### config.mk
export PLATFORM = sky130hd
export DESIGN_NAME = sorted_priority_queue
export DESIGN_NICKNAME = d
export VERILOG_FILES = /design/src/rtl/spq_pkg.sv /design/src/rtl/spq_regs.sv /design/src/rtl/spq_datapath.sv /design/src/rtl/spq_ctrl.sv /design/src/rtl/sorted_priority_queue.sv
export SDC_FILE = /design/constraint.sdc
export NUM_CORES = 1
export LEC_CHECK = 0
export ABC_CLOCK_PERIOD_IN_PS = 10140
export BUFFER_PORTS_ARGS = -buffer_cell sky130_fd_sc_hd__clkbuf_2
export CAP_MARGIN = 15
export CORE_MARGIN = 2
export CORE_UTILIZATION = 45
export CTS_BUF_LIST = sky130_fd_sc_hd__clkbuf_4 sky130_fd_sc_hd__clkbuf_8
export DETAILED_ROUTE_END_ITERATION = 16
export PLACE_DENSITY_LB_ADDON = 0.15
export SYNTH_ARGS = -nofsm -noshare
export SYNTH_HDL_FRONTEND = slang
export SYNTH_SLANG_ARGS = --single-unit
### constraint.sdc
create_clock -name clk_i -period 10.14 [get_ports clk_i]
set_clock_uncertainty 0.15 [all_clocks]
set_input_delay 1.521 -clock clk_i [delete_from_list [all_inputs] [get_ports clk_i]]
set_output_delay 1.521 -clock clk_i [all_outputs]
set_load 0.1 [all_outputs]
### src/rtl/spq_pkg.sv
// Shared types and constants for the sorted priority queue.
package spq_pkg;

  localparam int unsigned DEPTH_DEF     = 16;
  localparam int unsigned PRIO_BITS_DEF = 16;

  localparam int unsigned PRIO_IO_W = 16;
  localparam int unsigned CHAR_W    = 8;
  localparam int unsigned COUNT_O_W = 5;
  localparam int unsigned CAP_W     = 5;
  localparam int unsigned APB_AW    = 3;
  localparam int unsigned APB_DW    = 32;

  localparam logic [CAP_W-1:0] CAP_RESET = CAP_W'(16);

  typedef enum logic [1:0] {
    ST_DONE  = 2'd0,
    ST_FULL  = 2'd1,
    ST_EMPTY = 2'd2
  } status_e;

  typedef enum logic {
    CMD_ENQ = 1'b0,
    CMD_DEQ = 1'b1
  } command_e;

  // controller -> datapath
  typedef struct packed {
    logic load;
    logic rd_tail;
    logic shift;
    logic ins;
    logic pop_rd;
    logic finish;
  } spq_cmd_t;

  // datapath -> controller
  typedef struct packed {
    logic is_deq;
    logic full;
    logic empty;
    logic k_zero;
    logic greater;
    logic out_busy;
  } spq_sts_t;

endpackage

### src/rtl/spq_regs.sv
// Configuration register block: capacity register on the APB port.
module spq_regs import spq_pkg::*; #(
  parameter int unsigned DEPTH = DEPTH_DEF
) (
  input  logic                       clk_i,
  input  logic                       rst_ni,
  input  logic                       psel,
  input  logic                       penable,
  input  logic                       pwrite,
  input  logic [APB_AW-1:0]          paddr,
  input  logic [APB_DW-1:0]          pwdata,
  output logic [APB_DW-1:0]          prdata,
  output logic                       pready,
  output logic [$clog2(DEPTH+1)-1:0] cap_o
);

  localparam int unsigned CNT_W = $clog2(DEPTH + 1);
  localparam int unsigned CMP_W = (CNT_W > CAP_W) ? CNT_W : CAP_W;

  logic [CAP_W-1:0] cap_q;
  logic [CMP_W-1:0] cap_ext;
  logic             sel_cap;

  assign pready  = 1'b1;
  assign sel_cap = (paddr[2] == 1'b0);

  always_ff @(posedge clk_i or negedge rst_ni) begin
    if (!rst_ni) begin
      cap_q <= CAP_RESET;
    end else if (psel && penable && pwrite && sel_cap) begin
      cap_q <= pwdata[CAP_W-1:0];
    end
  end

  assign prdata = sel_cap ? {{(APB_DW-CAP_W){1'b0}}, cap_q} : '0;

  // a zero capacity acts as one, anything above the built depth as the depth
  always_comb begin
    cap_ext = CMP_W'(cap_q);
    if (cap_q == '0) begin
      cap_o = CNT_W'(1);
    end else if (cap_ext > CMP_W'(DEPTH)) begin
      cap_o = CNT_W'(DEPTH);
    end else begin
      cap_o = cap_ext[CNT_W-1:0];
    end
  end

endmodule

### src/rtl/spq_datapath.sv
// Datapath: entry memory, head and count registers, insertion scan and result register.
module spq_datapath import spq_pkg::*; #(
  parameter int unsigned DEPTH     = DEPTH_DEF,
  parameter int unsigned PRIO_BITS = PRIO_BITS_DEF
) (
  input  logic                       clk_i,
  input  logic                       rst_ni,
  input  spq_cmd_t                   cmd_i,
  output spq_sts_t                   sts_o,
  input  logic [$clog2(DEPTH+1)-1:0] cap_i,
  input  logic                       command_i,
  input  logic [PRIO_IO_W-1:0]       item_prio_i,
  input  logic [CHAR_W-1:0]          item_char_i,
  output logic                       out_valid_o,
  input  logic                       out_stall_i,
  output logic [1:0]                 status_o,
  output logic [PRIO_IO_W-1:0]       out_prio_o,
  output logic [CHAR_W-1:0]          out_char_o,
  output logic [COUNT_O_W-1:0]       count_o
);

  localparam int unsigned IDX_W = $clog2(DEPTH);
  localparam int unsigned CNT_W = $clog2(DEPTH + 1);
  localparam int unsigned SUM_W = CNT_W + 1;
  localparam int unsigned ENT_W = PRIO_BITS + CHAR_W;

  logic [ENT_W-1:0] mem [DEPTH];
  logic [ENT_W-1:0] rd_q;

  logic [IDX_W-1:0]     head_q;
  logic [CNT_W-1:0]     count_q;
  logic [CNT_W-1:0]     k_q;
  logic                 cmd_q;
  logic [PRIO_BITS-1:0] prio_q;
  logic [CHAR_W-1:0]    char_q;

  logic                 out_valid_q;
  logic [1:0]           status_q;
  logic [PRIO_IO_W-1:0] out_prio_q;
  logic [CHAR_W-1:0]    out_char_q;
  logic [COUNT_O_W-1:0] count_o_q;

  logic [PRIO_BITS+PRIO_IO_W-1:0] prio_in_ext;
  logic [PRIO_BITS+PRIO_IO_W-1:0] prio_out_ext;
  logic [CNT_W+COUNT_O_W-1:0]     count_ext;
  logic [CNT_W-1:0]               count_d;
  logic [IDX_W-1:0]               head_d;
  logic [IDX_W-1:0]               wr_addr;
  logic [IDX_W-1:0]               rd_addr;
  logic [IDX_W-1:0]               tail_addr;
  logic [SUM_W-1:0]               sum_k;
  logic [SUM_W-1:0]               sum_km1;
  logic [PRIO_BITS-1:0]           rd_prio;
  logic                           full;
  logic                           empty;
  logic                           enq_ok;
  logic                           deq_ok;

  assign prio_in_ext = {{PRIO_BITS{1'b0}}, item_prio_i};
  assign rd_prio     = rd_q[ENT_W-1:CHAR_W];

  // slot(off) = (head + off) mod DEPTH, both terms below DEPTH + 1
  always_comb begin
    sum_k   = SUM_W'(head_q) + SUM_W'(k_q);
    sum_km1 = sum_k - SUM_W'(1);
    if (sum_k >= SUM_W'(DEPTH)) begin
      sum_k = sum_k - SUM_W'(DEPTH);
    end
    if (sum_km1 >= SUM_W'(DEPTH)) begin
      sum_km1 = sum_km1 - SUM_W'(DEPTH);
    end
    wr_addr   = sum_k[IDX_W-1:0];
    tail_addr = sum_km1[IDX_W-1:0];
    rd_addr   = cmd_i.rd_tail ? tail_addr : head_q;
  end

  always_ff @(posedge clk_i) begin
    if (cmd_i.shift) begin
      mem[wr_addr] <= rd_q;
    end else if (cmd_i.ins) begin
      mem[wr_addr] <= {prio_q, char_q};
    end
    if (cmd_i.rd_tail || cmd_i.pop_rd) begin
      rd_q <= mem[rd_addr];
    end
  end

  assign full   = (count_q >= cap_i);
  assign empty  = (count_q == '0);
  assign enq_ok = (cmd_q == CMD_ENQ) && !full;
  assign deq_ok = (cmd_q == CMD_DEQ) && !empty;

  always_comb begin
    count_d = count_q;
    head_d  = head_q;
    if (enq_ok) begin
      count_d = count_q + CNT_W'(1);
    end else if (deq_ok) begin
      count_d = count_q - CNT_W'(1);
      head_d  = (head_q == IDX_W'(DEPTH - 1)) ? '0 : head_q + IDX_W'(1);
    end
  end

  assign count_ext    = {{COUNT_O_W{1'b0}}, count_d};
  assign prio_out_ext = {{PRIO_IO_W{1'b0}}, rd_prio};

  always_ff @(posedge clk_i or negedge rst_ni) begin
    if (!rst_ni) begin
      head_q      <= '0;
      count_q     <= '0;
      out_valid_q <= 1'b0;
    end else begin
      if (cmd_i.finish) begin
        head_q      <= head_d;
        count_q     <= count_d;
        out_valid_q <= 1'b1;
      end else if (out_valid_q && !out_stall_i) begin
        out_valid_q <= 1'b0;
      end
    end
  end

  always_ff @(posedge clk_i) begin
    if (cmd_i.load) begin
      cmd_q  <= command_i;
      prio_q <= prio_in_ext[PRIO_BITS-1:0];
      char_q <= item_char_i;
      k_q    <= count_q;
    end else if (cmd_i.shift) begin
      k_q <= k_q - CNT_W'(1);
    end
    if (cmd_i.finish) begin
      count_o_q <= count_ext[COUNT_O_W-1:0];
      if (cmd_q == CMD_ENQ) begin
        status_q   <= full ? ST_FULL : ST_DONE;
        out_prio_q <= '0;
        out_char_q <= '0;
      end else begin
        status_q   <= empty ? ST_EMPTY : ST_DONE;
        out_prio_q <= empty ? '0 : prio_out_ext[PRIO_IO_W-1:0];
        out_char_q <= empty ? '0 : rd_q[CHAR_W-1:0];
      end
    end
  end

  assign sts_o.is_deq   = (cmd_q == CMD_DEQ);
  assign sts_o.full     = full;
  assign sts_o.empty    = empty;
  assign sts_o.k_zero   = (k_q == '0);
  assign sts_o.greater  = (rd_prio > prio_q);
  assign sts_o.out_busy = out_valid_q && out_stall_i;

  assign out_valid_o = out_valid_q;
  assign status_o    = status_q;
  assign out_prio_o  = out_prio_q;
  assign out_char_o  = out_char_q;
  assign count_o     = count_o_q;

endmodule

### src/rtl/spq_ctrl.sv
// Controller: sequences accept, tail scan with shift, insert or pop, and result hand-off.
module spq_ctrl import spq_pkg::*; (
  input  logic     clk_i,
  input  logic     rst_ni,
  input  logic     in_valid_i,
  output logic     in_stall_o,
  input  spq_sts_t sts_i,
  output spq_cmd_t cmd_o
);

  typedef enum logic [2:0] {
    S_IDLE,
    S_LOADED,
    S_READ,
    S_CMP,
    S_FIN
  } state_e;

  state_e state_q, state_d;
  logic   stall_q, stall_d;

  always_comb begin
    cmd_o   = '0;
    state_d = state_q;
    stall_d = stall_q;
    unique case (state_q)
      S_IDLE: begin
        if (in_valid_i && !stall_q) begin
          cmd_o.load = 1'b1;
          state_d    = S_LOADED;
          stall_d    = 1'b1;
        end
      end
      S_LOADED: begin
        if (sts_i.is_deq) begin
          cmd_o.pop_rd = !sts_i.empty;
          state_d      = S_FIN;
        end else if (sts_i.full) begin
          state_d = S_FIN;
        end else begin
          state_d = S_READ;
        end
      end
      S_READ: begin
        if (sts_i.k_zero) begin
          cmd_o.ins = 1'b1;
          state_d   = S_FIN;
        end else begin
          cmd_o.rd_tail = 1'b1;
          state_d       = S_CMP;
        end
      end
      S_CMP: begin
        if (sts_i.greater) begin
          cmd_o.shift = 1'b1;
          state_d     = S_READ;
        end else begin
          cmd_o.ins = 1'b1;
          state_d   = S_FIN;
        end
      end
      S_FIN: begin
        if (!sts_i.out_busy) begin
          cmd_o.finish = 1'b1;
          state_d      = S_IDLE;
          stall_d      = 1'b0;
        end
      end
      default: begin
        state_d = S_IDLE;
        stall_d = 1'b0;
      end
    endcase
  end

  always_ff @(posedge clk_i or negedge rst_ni) begin
    if (!rst_ni) begin
      state_q <= S_IDLE;
      stall_q <= 1'b0;
    end else begin
      state_q <= state_d;
      stall_q <= stall_d;
    end
  end

  assign in_stall_o = stall_q;

endmodule

### src/rtl/sorted_priority_queue.sv
// Top level of the sorted priority queue.
// The queue holds up to DEPTH (priority, character) entries in one memory kept in ascending
// priority order from a circular head slot; equal priorities leave in arrival order. One item
// is in work at a time. A dequeue or a refused request passes from the loaded state to the
// finish state, where the result register is loaded. An enqueue scans from the tail, moving
// each entry with a larger priority one slot up; each entry moved takes a read state and a
// compare state because the entry memory has a single read port and registered read data.
// The input is taken again in the cycle after the result is loaded; a result waits in an
// output register while stalled.
// The capacity register lies at byte address 0 (reset 16; 0 acts as 1, above DEPTH as DEPTH).
module sorted_priority_queue import spq_pkg::*; #(
  parameter int unsigned DEPTH     = DEPTH_DEF,
  parameter int unsigned PRIO_BITS = PRIO_BITS_DEF
) (
  input  logic                 clk_i,
  input  logic                 rst_ni,
  input  logic                 psel,
  input  logic                 penable,
  input  logic                 pwrite,
  input  logic [APB_AW-1:0]    paddr,
  input  logic [APB_DW-1:0]    pwdata,
  output logic [APB_DW-1:0]    prdata,
  output logic                 pready,
  input  logic                 in_valid_i,
  output logic                 in_stall_o,
  input  logic                 command_i,
  input  logic [PRIO_IO_W-1:0] item_prio_i,
  input  logic [CHAR_W-1:0]    item_char_i,
  output logic                 out_valid_o,
  input  logic                 out_stall_i,
  output logic [1:0]           status_o,
  output logic [PRIO_IO_W-1:0] out_prio_o,
  output logic [CHAR_W-1:0]    out_char_o,
  output logic [COUNT_O_W-1:0] count_o
);

  localparam int unsigned CNT_W = $clog2(DEPTH + 1);

  logic [CNT_W-1:0] cap;
  spq_cmd_t         cmd;
  spq_sts_t         sts;

  spq_regs #(
    .DEPTH (DEPTH)
  ) u_regs (
    .clk_i   (clk_i),
    .rst_ni  (rst_ni),
    .psel    (psel),
    .penable (penable),
    .pwrite  (pwrite),
    .paddr   (paddr),
    .pwdata  (pwdata),
    .prdata  (prdata),
    .pready  (pready),
    .cap_o   (cap)
  );

  spq_ctrl u_ctrl (
    .clk_i      (clk_i),
    .rst_ni     (rst_ni),
    .in_valid_i (in_valid_i),
    .in_stall_o (in_stall_o),
    .sts_i      (sts),
    .cmd_o      (cmd)
  );

  spq_datapath #(
    .DEPTH     (DEPTH),
    .PRIO_BITS (PRIO_BITS)
  ) u_dp (
    .clk_i       (clk_i),
    .rst_ni      (rst_ni),
    .cmd_i       (cmd),
    .sts_o       (sts),
    .cap_i       (cap),
    .command_i   (command_i),
    .item_prio_i (item_prio_i),
    .item_char_i (item_char_i),
    .out_valid_o (out_valid_o),
    .out_stall_i (out_stall_i),
    .status_o    (status_o),
    .out_prio_o  (out_prio_o),
    .out_char_o  (out_char_o),
    .count_o     (count_o)
  );

endmodule

==> results of run 1 <==
## metal layers
| layer | track usage | vias to the layer above | routed length [um] |
|---|---|---|---|
| met5 | 0 | - | 0 |
| met4 | 0.0633 | 0 | 1190 |
| met3 | 0.0499 | 106 | 5190 |
| met2 | 0.360 | 601 | 28400 |
| met1 | 0.337 | 7598 | 26900 |
| li1 | - | 6889 | - |
## area by class of cell
class,count,share of cell area
inverter,29,0.00435
tap,672,0.0336
clock buffer,111,0.0558
multi-input combinational,1079,0.289
sequential,488,0.582
clock inverter,34,0.00735
timing repair buffer,113,0.0280
## worst max-delay path: stages, from the launching register on
cell and delay (ns):
edfxtp_1 0.46, inv_1 0.10, ha_1 0.20, or4b_4 0.53, nand2b_4 0.80, buf_4 0.94
nor2_1 0.20, a21oi_4 0.16, buf_4 0.45, buf_4 0.80, a221oi_1 0.13, a311oi_1 0.35
a21oi_1 0.15
## state kept, by name (all words and copies together), names as in the netlist
| register | flops |
|---|---|
| u_dp.status_o | 2 |
| u_dp.out_char_o | 8 |
| u_dp.rd_q | 24 |
| u_ctrl.in_stall_o | 1 |
| u_dp.head_q | 4 |
| u_dp.mem | 384 |
| u_dp.out_prio_o | 16 |
| u_dp.char_q | 8 |
| u_dp.out_valid_o | 1 |
| u_dp.count_o | 5 |
| u_dp.k_q | 5 |
| u_dp.prio_q | 16 |
| u_dp.cmd_q | 1 |
| u_dp.count_q | 5 |
| u_ctrl.state_q | 3 |
| u_regs.cap_ext | 5 |
## power by group
part | switching [mW] | internal [mW]
Sequential | 0.00413 | 2.18
Combinational | 0.0852 | 0.0195
Clock | 0.794 | 0.916
Total | 0.883 | 3.12
## stage by stage
step,hold slack (ns),total power [mW],util,cells
2_1_floorplan,0.345,2.32,-,1776
6_report,0.393,4.00,0.502,2526
3_5_place_dp,0.391,2.33,0.470,2381
5_1_grt,0.441,4.12,0.502,2526
3_3_place_gp,0.377,2.33,0.469,2379
4_1_cts,0.404,4.04,0.502,2526
## synthesized netlist by cell type (10+ instances only)
master,number
a21oi_1,32
a221oi_1,44
a311oi_1,120
a31oi_1,122
and2_1,23
buf_2,58
buf_4,41
clkbuf_1,62
dfrtp_1,18
edfxtp_1,469
ha_1,33
inv_1,29
mux2_2,33
nand2_1,215
nand3_1,101
nor2_1,34
nor3_1,11
nor3b_1,192
o21ai_0,12
xnor2_1,10
## cells in the final DEF, fill, tap and decap left out, types with 2 or more instances in the layout
cell,instances
nor3_1,11
clkinvlp_4,3
o21a_1,3
nor2b_1,8
xnor2_1,10
nand2b_1,5
clkinv_1,24
clkbuf_4,21
ha_1,32
clkbuf_2,75
nand2_1,215
a21o_1,8
a21oi_4,3
a22oi_1,3
a221oi_2,4
a2bb2oi_1,2
nor3b_1,192
a21oi_1,32
nor2_1,17
buf_16,2
nor2_4,16
xor2_1,4
conb_1,28
a311oi_1,120
dfrtp_1,17
buf_4,36
nor4_1,3
mux2_2,33
o21ai_0,12
clkbuf_8,90
a31oi_1,122
inv_1,29
nand3_1,101
nand4_1,6
clkinv_2,5
and2_1,23
a221oi_1,44
edfxtp_1,469
## how the worst min path moves through the flow
stage	start	to	cells after the start
2_1_floorplan	u_regs.cap_ext[0]	u_regs.cap_ext[0]	1
3_3_place_gp	u_regs.cap_ext[0]	u_regs.cap_ext[0]	1
3_5_place_dp	u_regs.cap_ext[0]	u_regs.cap_ext[0]	1
4_1_cts	u_regs.cap_ext[0]	u_regs.cap_ext[0]	1
5_1_grt	u_regs.cap_ext[0]	u_regs.cap_ext[0]	1
6_report	u_regs.cap_ext[0]	u_regs.cap_ext[0]	1
## cell families (layout without fill, tap and decap cells)
kind of cell | after synthesis | count (layout) | synth area share
xor+xnor | 14 | 14 | 0.00542
mux | 35 | 35 | 0.0173
other cells | 2 | 28 | 0.000332
simple gates | 606 | 606 | 0.146
fa+ha+maj | 34 | 34 | 0.0191
flops | 488 | 488 | 0.644
compound gates | 362 | 362 | 0.120
buf+inv | 209 | 287 | 0.0482
==> metrics.md, run 1 <==
| Metric | Value |
|---|---|
| Clock network latency to the later pin of the worst-skew pair | 0.67 ns |
| Initial detailed-routing violation count | 1463 |
| Maximum frequency from static timing analysis | 0.170 GHz |
| Part of the cycle the worst path needs | 0.578 |
| Net total in the final layout | 1896 |
| Sequential cell area | 0.0146 sq mm |
| Ant diodes | 0 |
| Initial core utilization | 0.454 |
| Worst flop-to-flop path startpoint | u_dp.k_q[1] |
| Setup slack of the worst register-to-register path | 4.27 ns |
| Number of buffers created by CTS | 84 |
| Pre-CTS setup slack | 4.33 ns |
| Routed WL per cell | 24.4 um |
| Ratio of cells with drive above 1 in the final layout | 0.163 |
| Depth of the CTS H-tree | 3 |
| Crit path capture type | flop |
| Die H | 228 um |
| Area of the multi-input gates | 0.00724 sq mm |
| Filler cell count in the final layout | 4370 |
| Initial DRT Pass Iterations | 7 |
| Vias/cell | 6.02 |
| Fraction of the yosys area taken by sequential cells | 0.644 |
| Slew @ Worst Pin | 1.18 ns |
| R2R depth | 12 |
| Buffer cell driving the clock tree root | clkbuf_8 |
| Worst flop-to-flop path endpoint | u_dp.rd_q[9] |
| Status | finished, final reports clean |
| X dimension of the die | 228 um |
| Total negative slack | 0 ns |
| # hold bufs at CTS | 0 |
| TritonCTS clock tree | built |
| Max Fanout on Critical Path | 104 |
| CTS Buffer Depth | 3 |
| Mapped Cells | 1750 |
| Share of synthesized registers carrying an async set or reset | 0.0389 |
| Clock slew seen by the registers of the worst setup and hold paths | 0.06 ns |
| Launching element of the worst setup path | u_dp.k_q[1] |
| Initial antenna violation count | 2 |
| Yosys reg bits | 488 |
| Last element of the critical path | u_dp.rd_q[9] |
| Routed Antenna Nets | 0 |
| Setup repair bufs after CTS | 0 |
| Distinct cells, synth | 53 |
| Total global routing overflow | 0 |
| Gpl congestion | 0.806 |
| Largest cells by area after synthesis | edfxtp_1 (62%), nor3b_1 (6.4%), a311oi_1 (4.6%) |
| Endpoints failing hold | 0 |
| Wire length of the first global-routing pass | 92000 um |
| Worst slew slack as a fraction of its limit | 0.211 |
| Area growth from synthesis to layout | 10.7% |
| Synthesis Warnings | 0 |
| Placement row count | 82 |
| Number of buffers inserted by port buffering | 75 |
| Setup slack of the critical path after layout | 4.27 ns |
| Fraction of post-synthesis cell area in the top cell type by area | 0.623 |
| Leakage dissipation | 7.74 nW |
| Number of enable-type register cells in the synthesized netlist | 469 |
| Min Clock Period, post-route | 5.87 ns |
| Ports placed on the boundary | 133 |
| Design Area, Final | 0.0250 sq mm |
| Half-perimeter wire length after placement | 33400 um |
| Fin. max-slew vios | 0 |
| Critical path required time | 10.34 ns |
| Total via count after detailed routing | 15.2k |
| Worst Setup Path Type | reg -> reg |
| Vias in the first global route | 14.4k |
| Critical path arrival | 6.07 ns |
| Floorplan die area | 0.0521 sq mm |
| Kind of start point of the critical path | flop |
| Maximum number of pins on one net before global-route repair | 105 |
| Pwr/cell area | 160 mW/mm^2 |
| Post-synth top flop | edfxtp_1 |
| Most area-hungry cell type in the Yosys netlist | edfxtp_1 |
| Hold Crit Class | reg -> reg |
| CTS sink cnt | 488 |
| Overall routing resource usage | 0.234 |
| Post-synth design cell area | 0.0226 sq mm |
| Area of the placeable core | 0.0499 sq mm |
| Routed wire length | 61700 um |
| Worst-case vdd ir drop | 87.9 uV |
| Mean instance size in the synthesized netlist | 12.9 sq um |
| Total placed instance area | 0.0235 sq mm |
| Reported max-cap violation count | 0 |
| Setup-violating endpoint count in the final report | 0 |
| Total DRC errors in the routed layout | 0 |
| CTS resizes | 0 |
| Unrepaired setup endpoints after global routing | no |
(Power assumes the default switching activity.)
==> inputs of run 2 (changes only) <==
Settings changed: ABC_CLOCK_PERIOD_IN_PS 10140 to 6100.
Clock period 10.14 ns to 6.1 ns, I/O delays scaled along.
==> metrics.md, run 2 (synthesized netlist as in run 1, its figures left out) <==
| Metric | Value |
|---|---|
| Largest registers | u_dp.mem x384, u_dp.rd_q x24 |
| Ports placed on the boundary | 133 (unchanged) |
| Design Area, Final | 0.0250 sq mm (-0.23%) |
| Wire length of the first global-routing pass | 92100 um (about the same) |
| # hold bufs at CTS | 0 (unchanged) |
| Status | finished, final reports clean |
| Min Clock Period, post-route | 4.56 ns (-1.31 ns) |
| Last element of the critical path | u_dp.rd_q[12] |
| Unrepaired setup endpoints after global routing | no |
| X dimension of the die | 228 um (unchanged) |
| Launching element of the worst setup path | u_dp.head_q[1] |
| Part of the cycle the worst path needs | 0.747 (+0.168) |
| Vias/cell | 6.08 (+1.2%) |
| Endpoints failing hold | 0 (unchanged) |
| Pre-CTS setup slack | 1.63 ns (-2.70 ns) |
| Critical path arrival | 4.87 ns (-1.20 ns) |
| TritonCTS clock tree | built |
| Vias in the first global route | 14.6k (+1.2%) |
| Worst flop-to-flop path startpoint | u_dp.head_q[1] |
| Fin. max-slew vios | 0 (unchanged) |
| Register with the highest flop count | u_dp.mem |
| Total negative slack | 0 ns (unchanged) |
| Max Fanout on Critical Path | 192 (+85%) |
| Ordered cell list for the critical path | fa_1 -> ha_4 -> nor3_1 -> a21oi_4 -> buf_12 -> nand2_1 -> a221oi_1 -> a311oi_1 -> a21oi_1 |
| Worst path max stage delay | 0.78 ns (-0.16 ns) |
| Floorplan die area | 0.0521 sq mm (unchanged) |
| Max FFs per register | 384 (unchanged) |
| Clock slew seen by the registers of the worst setup and hold paths | 0.06 ns (about the same) |
| Setup-violating endpoint count in the final report | 0 (unchanged) |
| Worst-case vdd ir drop | 141 uV (+60%) |
| R2R depth | 9 (-3) |
| Area growth from synthesis to layout | 10.4% |
| Crit path capture type | flop |
| Net total in the final layout | 1887 (-0.47%) |
| Clock network latency to the later pin of the worst-skew pair | 0.66 ns (about the same) |
| Total via count after detailed routing | 15.3k (+0.84%) |
| Setup slack of the worst register-to-register path | 1.54 ns (-2.73 ns) |
| Ratio of cells with drive above 1 in the final layout | 0.161 (-0.00245) |
| Die H | 228 um (unchanged) |
| Worst Setup Path Type | reg -> reg |
| Gpl congestion | 0.793 (-1.6%) |
| Placement row count | 82 (unchanged) |
| Total placed instance area | 0.0234 sq mm (-0.11%) |
| Setup slack of the critical path after layout | 1.54 ns (-2.73 ns) |
| CTS resizes | 0 (unchanged) |
| Most common cell after layout, fill and taps aside | edfxtp_1 |
| Leakage dissipation | 7.71 nW (-0.39%) |
| Slowest cell on the critical path | ha_4 |
| Setup repair bufs after CTS | 0 (unchanged) |
| Initial DRT Pass Iterations | 6 (-1) |
| Final cell utilization of the core | 0.501 (-0.00115) |
| Buffer cell driving the clock tree root | clkbuf_8 |
| Hold Crit Class | in -> async |
| Total DRC errors in the routed layout | 0 (unchanged) |
| Routed wire length | 61300 um (-0.63%) |
| Reported max-cap violation count | 0 (unchanged) |
| Number of buffers created by CTS | 84 (unchanged) |
| CTS Buffer Depth | 3 (unchanged) |
| Hold Slack | 0.0786 ns (-0.314 ns) |
| Pwr/cell area | 265 mW/mm^2 (+66%) |
| Worst flop-to-flop path endpoint | u_dp.rd_q[12] |
| Depth of the CTS H-tree | 3 (unchanged) |
| Overall routing resource usage | 0.232 (-0.00182) |
| Area of the placeable core | 0.0499 sq mm (unchanged) |
| Total global routing overflow | 0 (unchanged) |
| Number of buffers inserted by port buffering | 75 (unchanged) |
| Maximum frequency from static timing analysis | 0.220 GHz (+29%) |
| CTS sink cnt | 488 (unchanged) |
| Highest-count cells in the layout ignoring fill and taps | edfxtp_1 (469), nand2_1 (215), nor3b_1 (192) |
| Initial detailed-routing violation count | 1656 (+13%) |
| Half-perimeter wire length after placement | 32600 um (-2.6%) |
| Routed WL per cell | 24.3 um (-0.32%) |
| Kind of start point of the critical path | flop |
| Initial core utilization | 0.454 (unchanged) |
| Routed Antenna Nets | 0 (unchanged) |
| Maximum number of pins on one net before global-route repair | 245 (+130%) |
| Initial antenna violation count | 1 (-1) |
| Slew @ Worst Pin | 1.27 ns (+0.0884 ns) |
| Critical path required time | 6.41 ns (-3.93 ns) |
| Worst slew slack as a fraction of its limit | 0.152 (-0.0590) |
[run 2: area by class of cell]
cell class,count,area [sq um]
fill,4385,24900
sequential,488,14600
multi-input combinational,1079,7240
clock buffer,115,1410
tap,672,841
timing repair buffer,104,676
clock inverter,30,138
inverter,29,109
antenna,1,2.50
[run 2: worst min path at each step]
| stage | from | endpoint | cells after the start |
|---|---|---|---|
| floorplan | u_regs.cap_ext[0] | u_regs.cap_ext[0] | 1 |
| global placement | u_regs.cap_ext[0] | u_regs.cap_ext[0] | 1 |
| detailed placement | u_regs.cap_ext[0] | u_regs.cap_ext[0] | 1 |
| CTS | rst_ni | u_dp.head_q[3] | 1 |
| global route | rst_ni | u_ctrl.in_stall_o | 1 |
| finish | rst_ni | u_dp.head_q[3] | 1 |
[run 2: worst max-delay path: cells and delay by family (launching register included)]
family          cells  cell delay [ns]
compound gates      4             0.86
fa+ha+maj           2             1.38
simple gates        2             0.33
buf+inv             1             0.57
flops               1             0.76
[run 2: per-stage QoR]
step / power, mW / instances
global route: 6.84 / 2518
floorplan: 3.86 / 1776
global placement: 3.88 / 2371
finish: 6.62 / 2518
CTS: 6.68 / 2517
detailed placement: 3.88 / 2372
[run 2: power by group]
| part | internal [mW] | switching, mW | total, mW |
|---|---|---|---|
| logic | 0.0323 | 0.142 | 0.174 |
| registers | 3.63 | 0.00631 | 3.64 |
| clock network | 1.48 | 1.33 | 2.81 |
[run 2: routing by layer]
layer	track usage	part of all wire	vias up
met2	0.358	0.46	552
li1	-	-	6893
met5	0	0	-
met1	0.337	0.45	7760
met4	0.0686	0.022	0
met3	0.0420	0.067	116
